## src/rtl/core/bocs_pkg.sv

```systemverilog
package bocs_pkg;

  // Field widths.
  localparam int unsigned VoltW = 13;
  localparam int unsigned CurW  = 14;
  localparam int unsigned IdxW  = 3;
  localparam int unsigned CfgW  = 14;

  // Register indexes on the configuration port.
  localparam logic [IdxW-1:0] RegVbatLimit   = 3'd0;
  localparam logic [IdxW-1:0] RegVbatClear   = 3'd1;
  localparam logic [IdxW-1:0] RegIbatRated   = 3'd2;
  localparam logic [IdxW-1:0] RegCvIbatRated = 3'd3;
  localparam logic [IdxW-1:0] RegStep        = 3'd4;

  // Register reset values.
  localparam logic [VoltW-1:0] VbatLimitRst   = 13'd4400;
  localparam logic [VoltW-1:0] VbatClearRst   = 13'd4300;
  localparam logic [CurW-1:0]  IbatRatedRst   = 14'd1000;
  localparam logic [CurW-1:0]  CvIbatRatedRst = 14'd500;
  localparam logic [CurW-1:0]  StepRst        = 14'd100;

  // Action codes reported with each result item.
  typedef enum logic [1:0] {
    ACT_HOLD     = 2'd0,
    ACT_REDUCED  = 2'd1,
    ACT_RELEASED = 2'd2,
    ACT_IDLE     = 2'd3
  } action_e;

  // Sequencer states.
  typedef enum logic [1:0] {
    ST_IDLE = 2'd0,
    ST_EVAL = 2'd1,
    ST_DIV  = 2'd2,
    ST_FIN  = 2'd3
  } state_e;

endpackage

```

## src/rtl/core/bocs_div.sv

```systemverilog
// Restoring divider: one quotient bit per cycle through a single subtractor.
module bocs_div (
  input  logic                        clk_i,
  input  logic                        rst_ni,
  input  logic                        start_i,
  input  logic [bocs_pkg::CurW-1:0]   dividend_i,
  input  logic [bocs_pkg::CurW-1:0]   divisor_i,
  output logic                        done_o,
  output logic [bocs_pkg::CurW-1:0]   quot_o,
  output logic [bocs_pkg::CurW-1:0]   rem_o
);

  localparam int unsigned W = bocs_pkg::CurW;
  localparam int unsigned CntW = $clog2(W);
  localparam logic [CntW-1:0] LastCnt = CntW'(W - 1);

  logic            busy_q, busy_d;
  logic            done_q, done_d;
  logic [CntW-1:0] cnt_q, cnt_d;
  logic [W-1:0]    rem_q, rem_d;
  logic [W-1:0]    quo_q, quo_d;
  logic [W:0]      shifted;
  logic [W+1:0]    diff;

  // Shift in the next dividend bit and try one subtraction.
  assign shifted = {rem_q, quo_q[W-1]};
  assign diff    = {1'b0, shifted} - {2'b00, divisor_i};

  always_comb begin
    busy_d = busy_q;
    done_d = 1'b0;
    cnt_d  = cnt_q;
    rem_d  = rem_q;
    quo_d  = quo_q;
    if (start_i) begin
      busy_d = 1'b1;
      cnt_d  = '0;
      rem_d  = '0;
      quo_d  = dividend_i;
    end else if (busy_q) begin
      // A clear borrow bit means the trial subtraction fits.
      if (!diff[W+1]) begin
        rem_d = diff[W-1:0];
        quo_d = {quo_q[W-2:0], 1'b1};
      end else begin
        rem_d = shifted[W-1:0];
        quo_d = {quo_q[W-2:0], 1'b0};
      end
      cnt_d = cnt_q + 1'b1;
      if (cnt_q == LastCnt) begin
        busy_d = 1'b0;
        done_d = 1'b1;
      end
    end
  end

  always_ff @(posedge clk_i or negedge rst_ni) begin
    if (!rst_ni) begin
      busy_q <= 1'b0;
      done_q <= 1'b0;
      cnt_q  <= '0;
    end else begin
      busy_q <= busy_d;
      done_q <= done_d;
      cnt_q  <= cnt_d;
    end
  end

  always_ff @(posedge clk_i) begin
    rem_q <= rem_d;
    quo_q <= quo_d;
  end

  assign done_o = done_q;
  assign quot_o = quo_q;
  assign rem_o  = rem_q;

endmodule

```

## src/rtl/core/battery_overvoltage_current_stepdown.sv

```systemverilog
// Battery over-voltage current step-down. Each accepted item is one poll sample and yields
// exactly one result item with the current-limit vote and the action taken. An item that
// leads to a step-down with a nonzero step goes through the bit-serial divider, which finds
// the cap's remainder modulo the step, before it reaches the result register. The block
// takes a new item once the previous one has reached the result register, even while that
// result is still stalled. The user must write the configuration through the plain write
// port only while the block is idle; the block itself does not enforce this.
module battery_overvoltage_current_stepdown (
  input  logic                          clk_i,
  input  logic                          rst_ni,
  // Configuration write port.
  input  logic                          cfg_we_i,
  input  logic [bocs_pkg::IdxW-1:0]     cfg_idx_i,
  input  logic [bocs_pkg::CfgW-1:0]     cfg_wdata_i,
  // Sample channel.
  input  logic                          in_valid_i,
  output logic                          in_stall_o,
  input  logic                          charging_i,
  input  logic                          sample_valid_i,
  input  logic [bocs_pkg::VoltW-1:0]    vbat_mv_i,
  input  logic [bocs_pkg::CurW-1:0]     icap_ma_i,
  input  logic                          taper_phase_i,
  // Result channel.
  output logic                          out_valid_o,
  input  logic                          out_stall_i,
  output logic                          vote_active_o,
  output logic [bocs_pkg::CurW-1:0]     vote_ma_o,
  output logic [1:0]                    action_o
);

  localparam int unsigned VW = bocs_pkg::VoltW;
  localparam int unsigned CW = bocs_pkg::CurW;

  // Configuration registers.
  logic [VW-1:0] vbat_limit_q, vbat_clear_q;
  logic [CW-1:0] ibat_rated_q, cv_ibat_rated_q, step_q;

  always_ff @(posedge clk_i or negedge rst_ni) begin
    if (!rst_ni) begin
      vbat_limit_q    <= bocs_pkg::VbatLimitRst;
      vbat_clear_q    <= bocs_pkg::VbatClearRst;
      ibat_rated_q    <= bocs_pkg::IbatRatedRst;
      cv_ibat_rated_q <= bocs_pkg::CvIbatRatedRst;
      step_q          <= bocs_pkg::StepRst;
    end else if (cfg_we_i) begin
      case (cfg_idx_i)
        bocs_pkg::RegVbatLimit:   vbat_limit_q    <= cfg_wdata_i[VW-1:0];
        bocs_pkg::RegVbatClear:   vbat_clear_q    <= cfg_wdata_i[VW-1:0];
        bocs_pkg::RegIbatRated:   ibat_rated_q    <= cfg_wdata_i[CW-1:0];
        bocs_pkg::RegCvIbatRated: cv_ibat_rated_q <= cfg_wdata_i[CW-1:0];
        bocs_pkg::RegStep:        step_q          <= cfg_wdata_i[CW-1:0];
        default: ;
      endcase
    end
  end

  bocs_pkg::state_e state_q, state_d;

  logic in_acc;
  assign in_acc = in_valid_i && !in_stall_o;

  // Captured sample.
  logic          charging_q, sample_valid_q, taper_q;
  logic [VW-1:0] vbat_q;
  logic [CW-1:0] icap_q;

  always_ff @(posedge clk_i) begin
    if (in_acc) begin
      charging_q     <= charging_i;
      sample_valid_q <= sample_valid_i;
      vbat_q         <= vbat_mv_i;
      icap_q         <= icap_ma_i;
      taper_q        <= taper_phase_i;
    end
  end

  // Decision on the captured sample.
  logic          below_limit, at_clear, above_rated, want_div;
  logic [CW-1:0] rated_thr;

  assign rated_thr   = taper_q ? cv_ibat_rated_q : ibat_rated_q;
  assign below_limit = vbat_q <= vbat_limit_q;
  assign at_clear    = vbat_q <= vbat_clear_q;
  assign above_rated = icap_q > rated_thr;
  assign want_div    = charging_q && sample_valid_q && !below_limit && above_rated &&
                       (step_q != '0);

  // Single divider for the remainder of the cap modulo the step.
  logic          div_start, div_done;
  logic [CW-1:0] div_quot, div_rem;

  bocs_div u_div (
    .clk_i      (clk_i),
    .rst_ni     (rst_ni),
    .start_i    (div_start),
    .dividend_i (icap_q),
    .divisor_i  (step_q),
    .done_o     (div_done),
    .quot_o     (div_quot),
    .rem_o      (div_rem)
  );

  logic out_free, out_load;
  assign out_free = !out_valid_o || !out_stall_i;

  // Next-state logic.
  always_comb begin
    state_d = state_q;
    case (state_q)
      bocs_pkg::ST_IDLE: if (in_acc) state_d = bocs_pkg::ST_EVAL;
      bocs_pkg::ST_EVAL: state_d = want_div ? bocs_pkg::ST_DIV : bocs_pkg::ST_FIN;
      bocs_pkg::ST_DIV:  if (div_done) state_d = bocs_pkg::ST_FIN;
      bocs_pkg::ST_FIN:  if (out_free) state_d = bocs_pkg::ST_IDLE;
      default:           state_d = bocs_pkg::ST_IDLE;
    endcase
  end

  // Sequencer outputs.
  always_comb begin
    in_stall_o = 1'b1;
    div_start  = 1'b0;
    out_load   = 1'b0;
    case (state_q)
      bocs_pkg::ST_IDLE: in_stall_o = 1'b0;
      bocs_pkg::ST_EVAL: div_start  = want_div;
      bocs_pkg::ST_DIV:  ;
      bocs_pkg::ST_FIN:  out_load   = out_free;
      default:           ;
    endcase
  end

  always_ff @(posedge clk_i or negedge rst_ni) begin
    if (!rst_ni) state_q <= bocs_pkg::ST_IDLE;
    else         state_q <= state_d;
  end

  // Vote state and the action of the item in flight.
  logic               limit_en_q, limit_en_d;
  logic [CW-1:0]      limit_val_q, limit_val_d;
  bocs_pkg::action_e  act_q, act_d;
  logic [CW-1:0]      stepped;

  // A nonzero quotient guarantees the cap minus remainder covers one step.
  assign stepped = icap_q - div_rem - step_q;

  always_comb begin
    limit_en_d  = limit_en_q;
    limit_val_d = limit_val_q;
    act_d       = act_q;
    if (state_q == bocs_pkg::ST_EVAL) begin
      if (!charging_q) begin
        limit_en_d  = 1'b0;
        limit_val_d = '0;
        act_d       = bocs_pkg::ACT_IDLE;
      end else if (!sample_valid_q) begin
        act_d = bocs_pkg::ACT_IDLE;
      end else if (below_limit) begin
        if (limit_en_q && at_clear) begin
          limit_en_d  = 1'b0;
          limit_val_d = '0;
          act_d       = bocs_pkg::ACT_RELEASED;
        end else begin
          act_d = bocs_pkg::ACT_HOLD;
        end
      end else if (!above_rated) begin
        act_d = bocs_pkg::ACT_HOLD;
      end else begin
        // A zero step keeps the cap as it is; otherwise the divider finishes it.
        limit_en_d = 1'b1;
        act_d      = bocs_pkg::ACT_REDUCED;
        if (step_q == '0) limit_val_d = icap_q;
      end
    end else if (state_q == bocs_pkg::ST_DIV && div_done) begin
      limit_val_d = (div_quot == '0) ? '0 : stepped;
    end
  end

  always_ff @(posedge clk_i or negedge rst_ni) begin
    if (!rst_ni) begin
      limit_en_q  <= 1'b0;
      limit_val_q <= '0;
      act_q       <= bocs_pkg::ACT_IDLE;
    end else begin
      limit_en_q  <= limit_en_d;
      limit_val_q <= limit_val_d;
      act_q       <= act_d;
    end
  end

  // Result register.
  logic          out_valid_q;
  logic          vote_active_q;
  logic [CW-1:0] vote_ma_q;
  logic [1:0]    action_q;

  always_ff @(posedge clk_i or negedge rst_ni) begin
    if (!rst_ni)       out_valid_q <= 1'b0;
    else if (out_load) out_valid_q <= 1'b1;
    else if (!out_stall_i) out_valid_q <= 1'b0;
  end

  always_ff @(posedge clk_i) begin
    if (out_load) begin
      vote_active_q <= limit_en_q;
      vote_ma_q     <= limit_en_q ? limit_val_q : '0;
      action_q      <= act_q;
    end
  end

  assign out_valid_o   = out_valid_q;
  assign vote_active_o = vote_active_q;
  assign vote_ma_o     = vote_ma_q;
  assign action_o      = action_q;

endmodule

```

## config.mk

```make
export PLATFORM = sky130hd
export DESIGN_NAME = battery_overvoltage_current_stepdown
export DESIGN_NICKNAME = d
export VERILOG_FILES = /design/src/rtl/core/bocs_pkg.sv /design/src/rtl/core/bocs_div.sv /design/src/rtl/core/battery_overvoltage_current_stepdown.sv
export SDC_FILE = /design/constraint.sdc
export NUM_CORES = 1
export LEC_CHECK = 0
export BUFFER_PORTS_ARGS = -buffer_cell sky130_fd_sc_hd__buf_4
export CAP_MARGIN = 30
export CORE_UTILIZATION = 61
export DETAILED_ROUTE_END_ITERATION = 12
export GPL_TIMING_DRIVEN = 0
export HOLD_SLACK_MARGIN = 0.06
export PLACE_DENSITY = 0.81
export SLEW_MARGIN = 20
export SYNTH_ARGS = -nofsm -noshare
export SYNTH_HDL_FRONTEND = slang
export SYNTH_HIERARCHICAL = 1
export SYNTH_SLANG_ARGS = --single-unit
```

## constraint.sdc

```tcl
create_clock -name clk_i -period 4.28 [get_ports clk_i]
set_clock_uncertainty 0.15 [all_clocks]
set_input_delay 0.856 -clock clk_i [delete_from_list [all_inputs] [get_ports clk_i]]
set_output_delay 0.856 -clock clk_i [all_outputs]
set_load 0.05 [all_outputs]
```

==> metrics, run 1 <==
outcome finished clean; xor and xnor fraction of the mapped netlist area 1.75%; worst hold path class input port to asynchronous set/reset pin; leakage roughly 4.8 nW; Clock power frac roughly 18%; starting density of the core between 60 and 70%; P per Cell Area roughly 770 nW/um^2; via count 7117; critical path arrival 4.18 ns; Net Switching ~0.0035 W; WL/cell a little under 20 um; Max-Cap Viols 0; most common cell after layout, fill and taps aside inv_1; Slew Viols, Final 0; utilization after layout slightly above 70%; Post-DP Area 10300 um^2; vias in the first global route about 7000; DP HPWL approximately 17000 um; crit-path max FO 10; Reg power frac 31.5%; Reg clk slew, reported paths about 0.070 ns; drc violations 0; drt pass-1 iters 7; cts bufs inserted 17; most frequent cells in the layout inv_1 (86), nand2_1 (80), ha_1 (76); Net Sw Frac approximately 41%; final hold violations 0; number of port buffers 70; die width roughly 130 um; post-synthesis sequential element count between 150 and 200; CTS H-tree lvls 4; Max transition margin about 42%; P_int about 0.005 W; cell area after synthesis roughly 9500 um^2; Top-Level Pins 71; initial antenna violation count 0; Syn. warnings 6; post-route clock period utilization 94.8%; largest family of logic cells by synthesized area compound AO/OA/AOI/OAI gates; diode count 0; adder-cell share of the synthesized area about 13%; leading register cell type out of synthesis dfrtp_1; post-synthesis simple-gate area fraction 11.0%; Die Area 16100 um^2; cell row count 45; total global routing overflow 0; final setup fails 0; Gate power share 50.6%; clk_lat worst skew about 0.43 ns; share of cells above drive strength 1 22.1%; clock buffer depth 2; post-synthesis cell count 868; crit-path cells clkbuf_4, mux2i_1, ha_1, a21o_1, a21oi_1, nor2b_1, o31ai_1, a31oi_1, and2_1, and3_1, clkbuf_1, nand2b_1, nor2_1; Die Ht ~130 um; CP delay by family, top simple AND/OR/NAND/NOR gates; RSZ-0062 raised after global routing false; pin count of the biggest net entering global routing 95; Hold Buf Count CTS 0; Worst Path Buf+Inv 2; Fmax approximately 0.25 GHz; Crit path largest cell delay roughly 0.50 ns; Antenna Nets Post-Route 0; register area share after synthesis 47.2%; CP Launch Type register; Mapped Nets just over 1000; Mean Syn Cell Area roughly 11 um^2; post-route cell area around 11000 um^2; final hold slack between 0.3 and 0.4 ns; multiplexer area fraction after synthesis between 9 and 10%; Core Region ~15000 um^2; Worst-Margin Slew 0.868 ns; final WL 22500 um; area delta synth->final 14.5%; CTS root buf clkbuf_16; Sink Count between 150 and 200; Max VDD drop 0.383 mV; Final nets roughly 1100; Async SR Flop Fraction between 50% and 60%; Setup TNS 0 ns; first-pass GRT wire length between 30000 and 40000 um; DR vias/cell between 6 and 7; Slowest cell on crit path edfxtp_1; gr usage total around 30%; Critical Path RT 4.40 ns; gpl congestion just under 0.9; Distinct cells, synth 75; CTS tree yes; Synth Area in Compound Gates between 10 and 15%; min cycle time layout 4.06 ns; crit path kind register to register; drt initial violations 768; Crit. End Element register; Post-synth EDFFs 61
## area by class of cell
| class | count | area, um^2 |
|---|---|---|
| Multi-Input combinational cell | 587 | 4610 |
| Fill cell | 1100 | 4290 |
| Sequential cell | 169 | 4500 |
| Clock inverter | 15 | 161 |
| Buffer | 23 | 103 |
| Tap cell | 188 | 235 |
| Inverter | 88 | 330 |
| Timing Repair Buffer | 73 | 549 |
| Clock buffer | 17 | 425 |
## cell families (layout without fill, tap and decap cells)
logic type,count (synthesis),count (layout)
and+or+nand+nor,215,215
AOI/OAI and AO/OA,188,188
DFF,169,169
buffers and inverters,112,216
adders and majority gates,90,90
muxes,75,75
xor gates and xnor gates,19,19
## worst paths after layout
check / from / endpoint / slack (ns) / cells past startpoint
hold reg to reg: limit_val_q[11] / limit_val_q[11] / 0.36 / 1
hold / removal: rst_ni / limit_val_q[1] / 0.34 / 1
setup / recovery: taper_q / u_div/done_o / 0.22 / 13
min in group clk_i: limit_val_q[11] / limit_val_q[11] / 0.36 / 1
setup reg to reg: taper_q / u_div/done_o / 0.22 / 13
max in group asynchronous: rst_ni / ibat_rated_q[10] / 3.02 / 1
## metrics by stage
stage	std cells	setup WS [ns]	power, W
CTS	1160	0.0655	0.00839
finish	1160	0.221	0.00844
global placement	1126	-0.208	0.00669
global route	1160	0.114	0.00900
floorplan	868	0.658	0.00581
detailed placement	1128	-0.269	0.00684
## power groups by stage
stage / Combinational [W] / Sequential [W] / Clock, W
3_3_place_gp: 0.00403 / 0.00266 / 0
6_report: 0.00426 / 0.00266 / 0.00151
5_1_grt: 0.00469 / 0.00271 / 0.00160
2_1_floorplan: 0.00304 / 0.00277 / 0
3_5_place_dp: 0.00417 / 0.00267 / 0
4_1_cts: 0.00421 / 0.00265 / 0.00153
## metal layers
metal,track usage [%],vias to the layer above,part of all wire [%]
met3,6.62,58,7.9
met2,46.7,318,46
li1,-,3290,-
met5,0,-,0
met4,12.7,0,3.7
met1,39.5,3451,42
## registers in the layout (all words and copies together), names as in the netlist, 2 cells and up
name and flops:
cv_ibat_rated_q 14, ibat_rated_q 14, icap_q 14, limit_val_q 14, step_q 14, u_div/quot_o 14
u_div/rem_o 14, vote_ma_o 14, vbat_clear_q 13, vbat_limit_q 13, vbat_q 13, u_div/cnt_q 4
act_q 2, action_o 2, state_q 2
## Yosys cell counts, types with 3 or more instances
cell type	count	area share (%)
a2111oi_0	3	0.28
o21a_1	7	0.55
o21ai_0	63	3.3
nand3_1	13	0.68
mux2_2	52	6.1
o221ai_1	3	0.28
nor2_1	40	1.6
nand2_1	80	3.1
dfstp_2	26	7.2
nor2b_1	5	0.33
fa_1	14	2.9
edfxtp_1	61	19
and2_1	18	1.2
a211oi_1	4	0.31
o31ai_1	6	0.47
xor2_1	5	0.46
and3_1	6	0.39
dfxtp_1	14	2.9
nor4_1	9	0.59
dfrtp_1	68	18
nor3_1	10	0.52
nand4_1	10	0.66
a31oi_1	4	0.26
mux2_4	10	1.6
or3_1	6	0.39
ha_1	76	10
a21oi_1	34	1.8
mux2i_1	13	1.4
o311ai_1	4	0.37
a311oi_1	8	0.73
o21ai_1	3	0.16
a22o_1	4	0.37
buf_1	3	0.12
clkbuf_1	18	0.71
inv_1	87	3.4
o21bai_1	3	0.24
xnor2_1	14	1.3
nand2b_1	8	0.52
a21o_1	11	0.87
## repair_timing
action,4_1_cts,5_1_grt
resized for setup,2,5
setup buffers,0,0
endpoints found under the hold margin,0,0
setup endpoints to repair,32,31
Power figures use the tool's default switching activity.
==> inputs of run 2 (changes only) <==
Settings changed: CORE_ASPECT_RATIO set to 0.75.
==> run 2 against run 1 <==
  * Highest routed layer unchanged
  * Flip-flop and latch count stayed put
  * Combinational power is 3% higher
  * Critical endpoint is now u_div/quot_o[11]
  * Largest cell class unchanged
  * Largest power group unchanged
  * First-iteration DRC count is 16% lower
==> metrics, run 2 (same netlist as run 1, synthesis figures left out) <==
worst hold path class input port to asynchronous set/reset pin; CTS root buf clkbuf_16; crit-path max FO 10 (unchanged); vias in the first global route 6571 (-4.7%); Max-Cap Viols 0 (unchanged); first-pass GRT wire length 35400 um (-1.5%); final hold violations 0 (unchanged); Die Ht 110 um (-13%); outcome finished clean; P per Cell Area 784 nW/um^2 (+1.5%); Top-Level Pins 71 (unchanged); drc violations 0 (unchanged); reg-to-reg startpoint taper_q; Reg2Reg Setup Slack 0.23 ns (about the same); initial antenna violation count 0 (unchanged); final WL 23200 um (+3.0%); drt initial violations 646 (-16%); critical path arrival 4.08 ns (-0.10 ns); leakage 4.77 nW (+0.47%); Final nets 1101 (unchanged); Fmax 0.247 GHz (+0.21%); starting density of the core 62.4% (-0.29 points); diode count 0 (unchanged); crit path kind register to register; area of the multi-input gates 4620 um^2 (+0.19%); worst-case reg-to-reg path depth 13 (unchanged); worst slack at placement -0.314 ns (-0.0453 ns); Worst-Margin Slew 0.857 ns (-0.0112 ns); number of port buffers 70 (unchanged); beginning of the critical path taper_q; r2r endpoint u_div/quot_o[11]; area delta synth->final 15.1%; clk_lat worst skew 0.43 ns (about the same); share of cells above drive strength 1 22.2% (+0.10 points); CP endpoint u_div/quot_o[11]; CTS H-tree lvls 4 (unchanged); CP Launch Type register; total global routing overflow 0 (unchanged); most frequent cells in the layout inv_1 (86), nand2_1 (80), ha_1 (76); Max VDD drop 0.453 mV (+18%); fin worst setup slack 0.229 ns (+0.00833 ns); Hold Buf Count CTS 0 (unchanged); Crit. End Element register; Core Region 15300 um^2 (+0.47%); Antenna Nets Post-Route 0 (unchanged); RSZ-0062 raised after global routing false; gpl congestion 0.930 (+6.1%); min cycle time layout 4.05 ns (-0.00833 ns); CTS tree yes; FF+latch area 4500 um^2 (unchanged); drt pass-1 iters 7 (unchanged); most common cell after layout, fill and taps aside inv_1; Sink Count 169 (unchanged); WL/cell 19.7 um (+1.5%); Die Area 16100 um^2 (about the same); clock buffer depth 2 (unchanged); DP HPWL 17000 um (+2.2%); final setup fails 0 (unchanged); Critical Path RT 4.31 ns (-0.09 ns); cell row count 39 (-13%); post-route clock period utilization 94.6% (-0.19 points); Reg clk slew, reported paths 0.07 ns (about the same); Slew Viols, Final 0 (unchanged); buffer count from post-CTS setup fixing 0 (unchanged); die width 146 um (+15%); final hold slack 0.349 ns (+0.00477 ns); pin count of the biggest net entering global routing 95 (unchanged); DR vias/cell 5.97 (-2.7%); via count 7028 (-1.3%); gr usage total 29.5% (about the same); Max transition margin 42.9% (+0.75 points); Filler Cells Inserted 1094 (-0.55%); cts bufs inserted 17 (unchanged)
==> run 2: cell count changes in the layout (fill, tap and decap cells not counted), sizes merged <==
cell / previous run / this run
buf: 76 / 77
bufinv: 1 / 3
clkbuf: 37 / 36
clkinv: 6 / 7
clkinvlp: 2 / 0
inv: 94 / 93
==> run 2: metrics by stage <==
stage          power (W)  std cells  instance area (um^2)  util, %  TNS, ns
3_5_place_dp     0.00688       1145                 10400     67.8    -7.67
3_3_place_gp     0.00672       1143                 10300     67.5    -7.49
6_report         0.00860       1177                 11000     71.8        0
2_1_floorplan    0.00581        868                  9530        -        0
5_1_grt          0.00914       1177                 11000     71.8        0
4_1_cts          0.00852       1177                 11000     71.8        0
==> run 2: per-layer routing <==
layer / track usage (%) / vias to the layer above / part of all wire (%)
met5: 0 / - / 0
met4: 7.59 / 0 / 1.5
met3: 9.09 / 34 / 9.1
met2: 44.3 / 316 / 44
met1: 41.9 / 3382 / 45
li1: - / 3296 / -
==> run 2: critical path, cell delays in order, from the launching register on <==
cell and delay, ns:
edfxtp_1 0.52, clkbuf_4 0.29, mux2i_1 0.16, ha_1 0.31, a21o_1 0.11, a21oi_1 0.06
nor2b_1 0.11, o31ai_1 0.10, a31oi_1 0.48, and2_1 0.24, and3_1 0.17, clkbuf_1 0.34
clkbuf_2 0.37, mux2_2 0.38
==> run 2: worst min-delay path by stage <==
stage / endpoint / cells past startpoint / start
global route: limit_val_q[9] / 1 / limit_val_q[9]
detailed placement: limit_val_q[9] / 1 / limit_val_q[9]
CTS: limit_val_q[9] / 1 / limit_val_q[9]
global placement: limit_val_q[0] / 1 / limit_val_q[0]
finish: state_q[0] / 1 / rst_ni
floorplan: limit_val_q[0] / 1 / limit_val_q[0]
==> run 2: power breakdown <==
part | internal [W] | leakage, nW | switching, W
clock | 0.000920 | 0.297 | 0.000654
sequential | 0.00229 | 1.79 | 0.000368
combinational | 0.00186 | 2.69 | 0.00250
==> run 2: repair_timing <==
item                                    CTS  global route
resized for setup                         3             4
endpoints found under the setup margin   31            32
pin swaps                                 0             0
==> run 2: cell type report <==
class | count | share of cell area, %
plain buffers | 23 | 0.935
clock buffers | 17 | 3.88
clock inverters | 15 | 1.55
inverters | 88 | 3.01
multi-input cells | 587 | 42.1
flip-flops and latches | 169 | 41.0
well taps | 205 | 2.34
repair buffers | 73 | 5.16
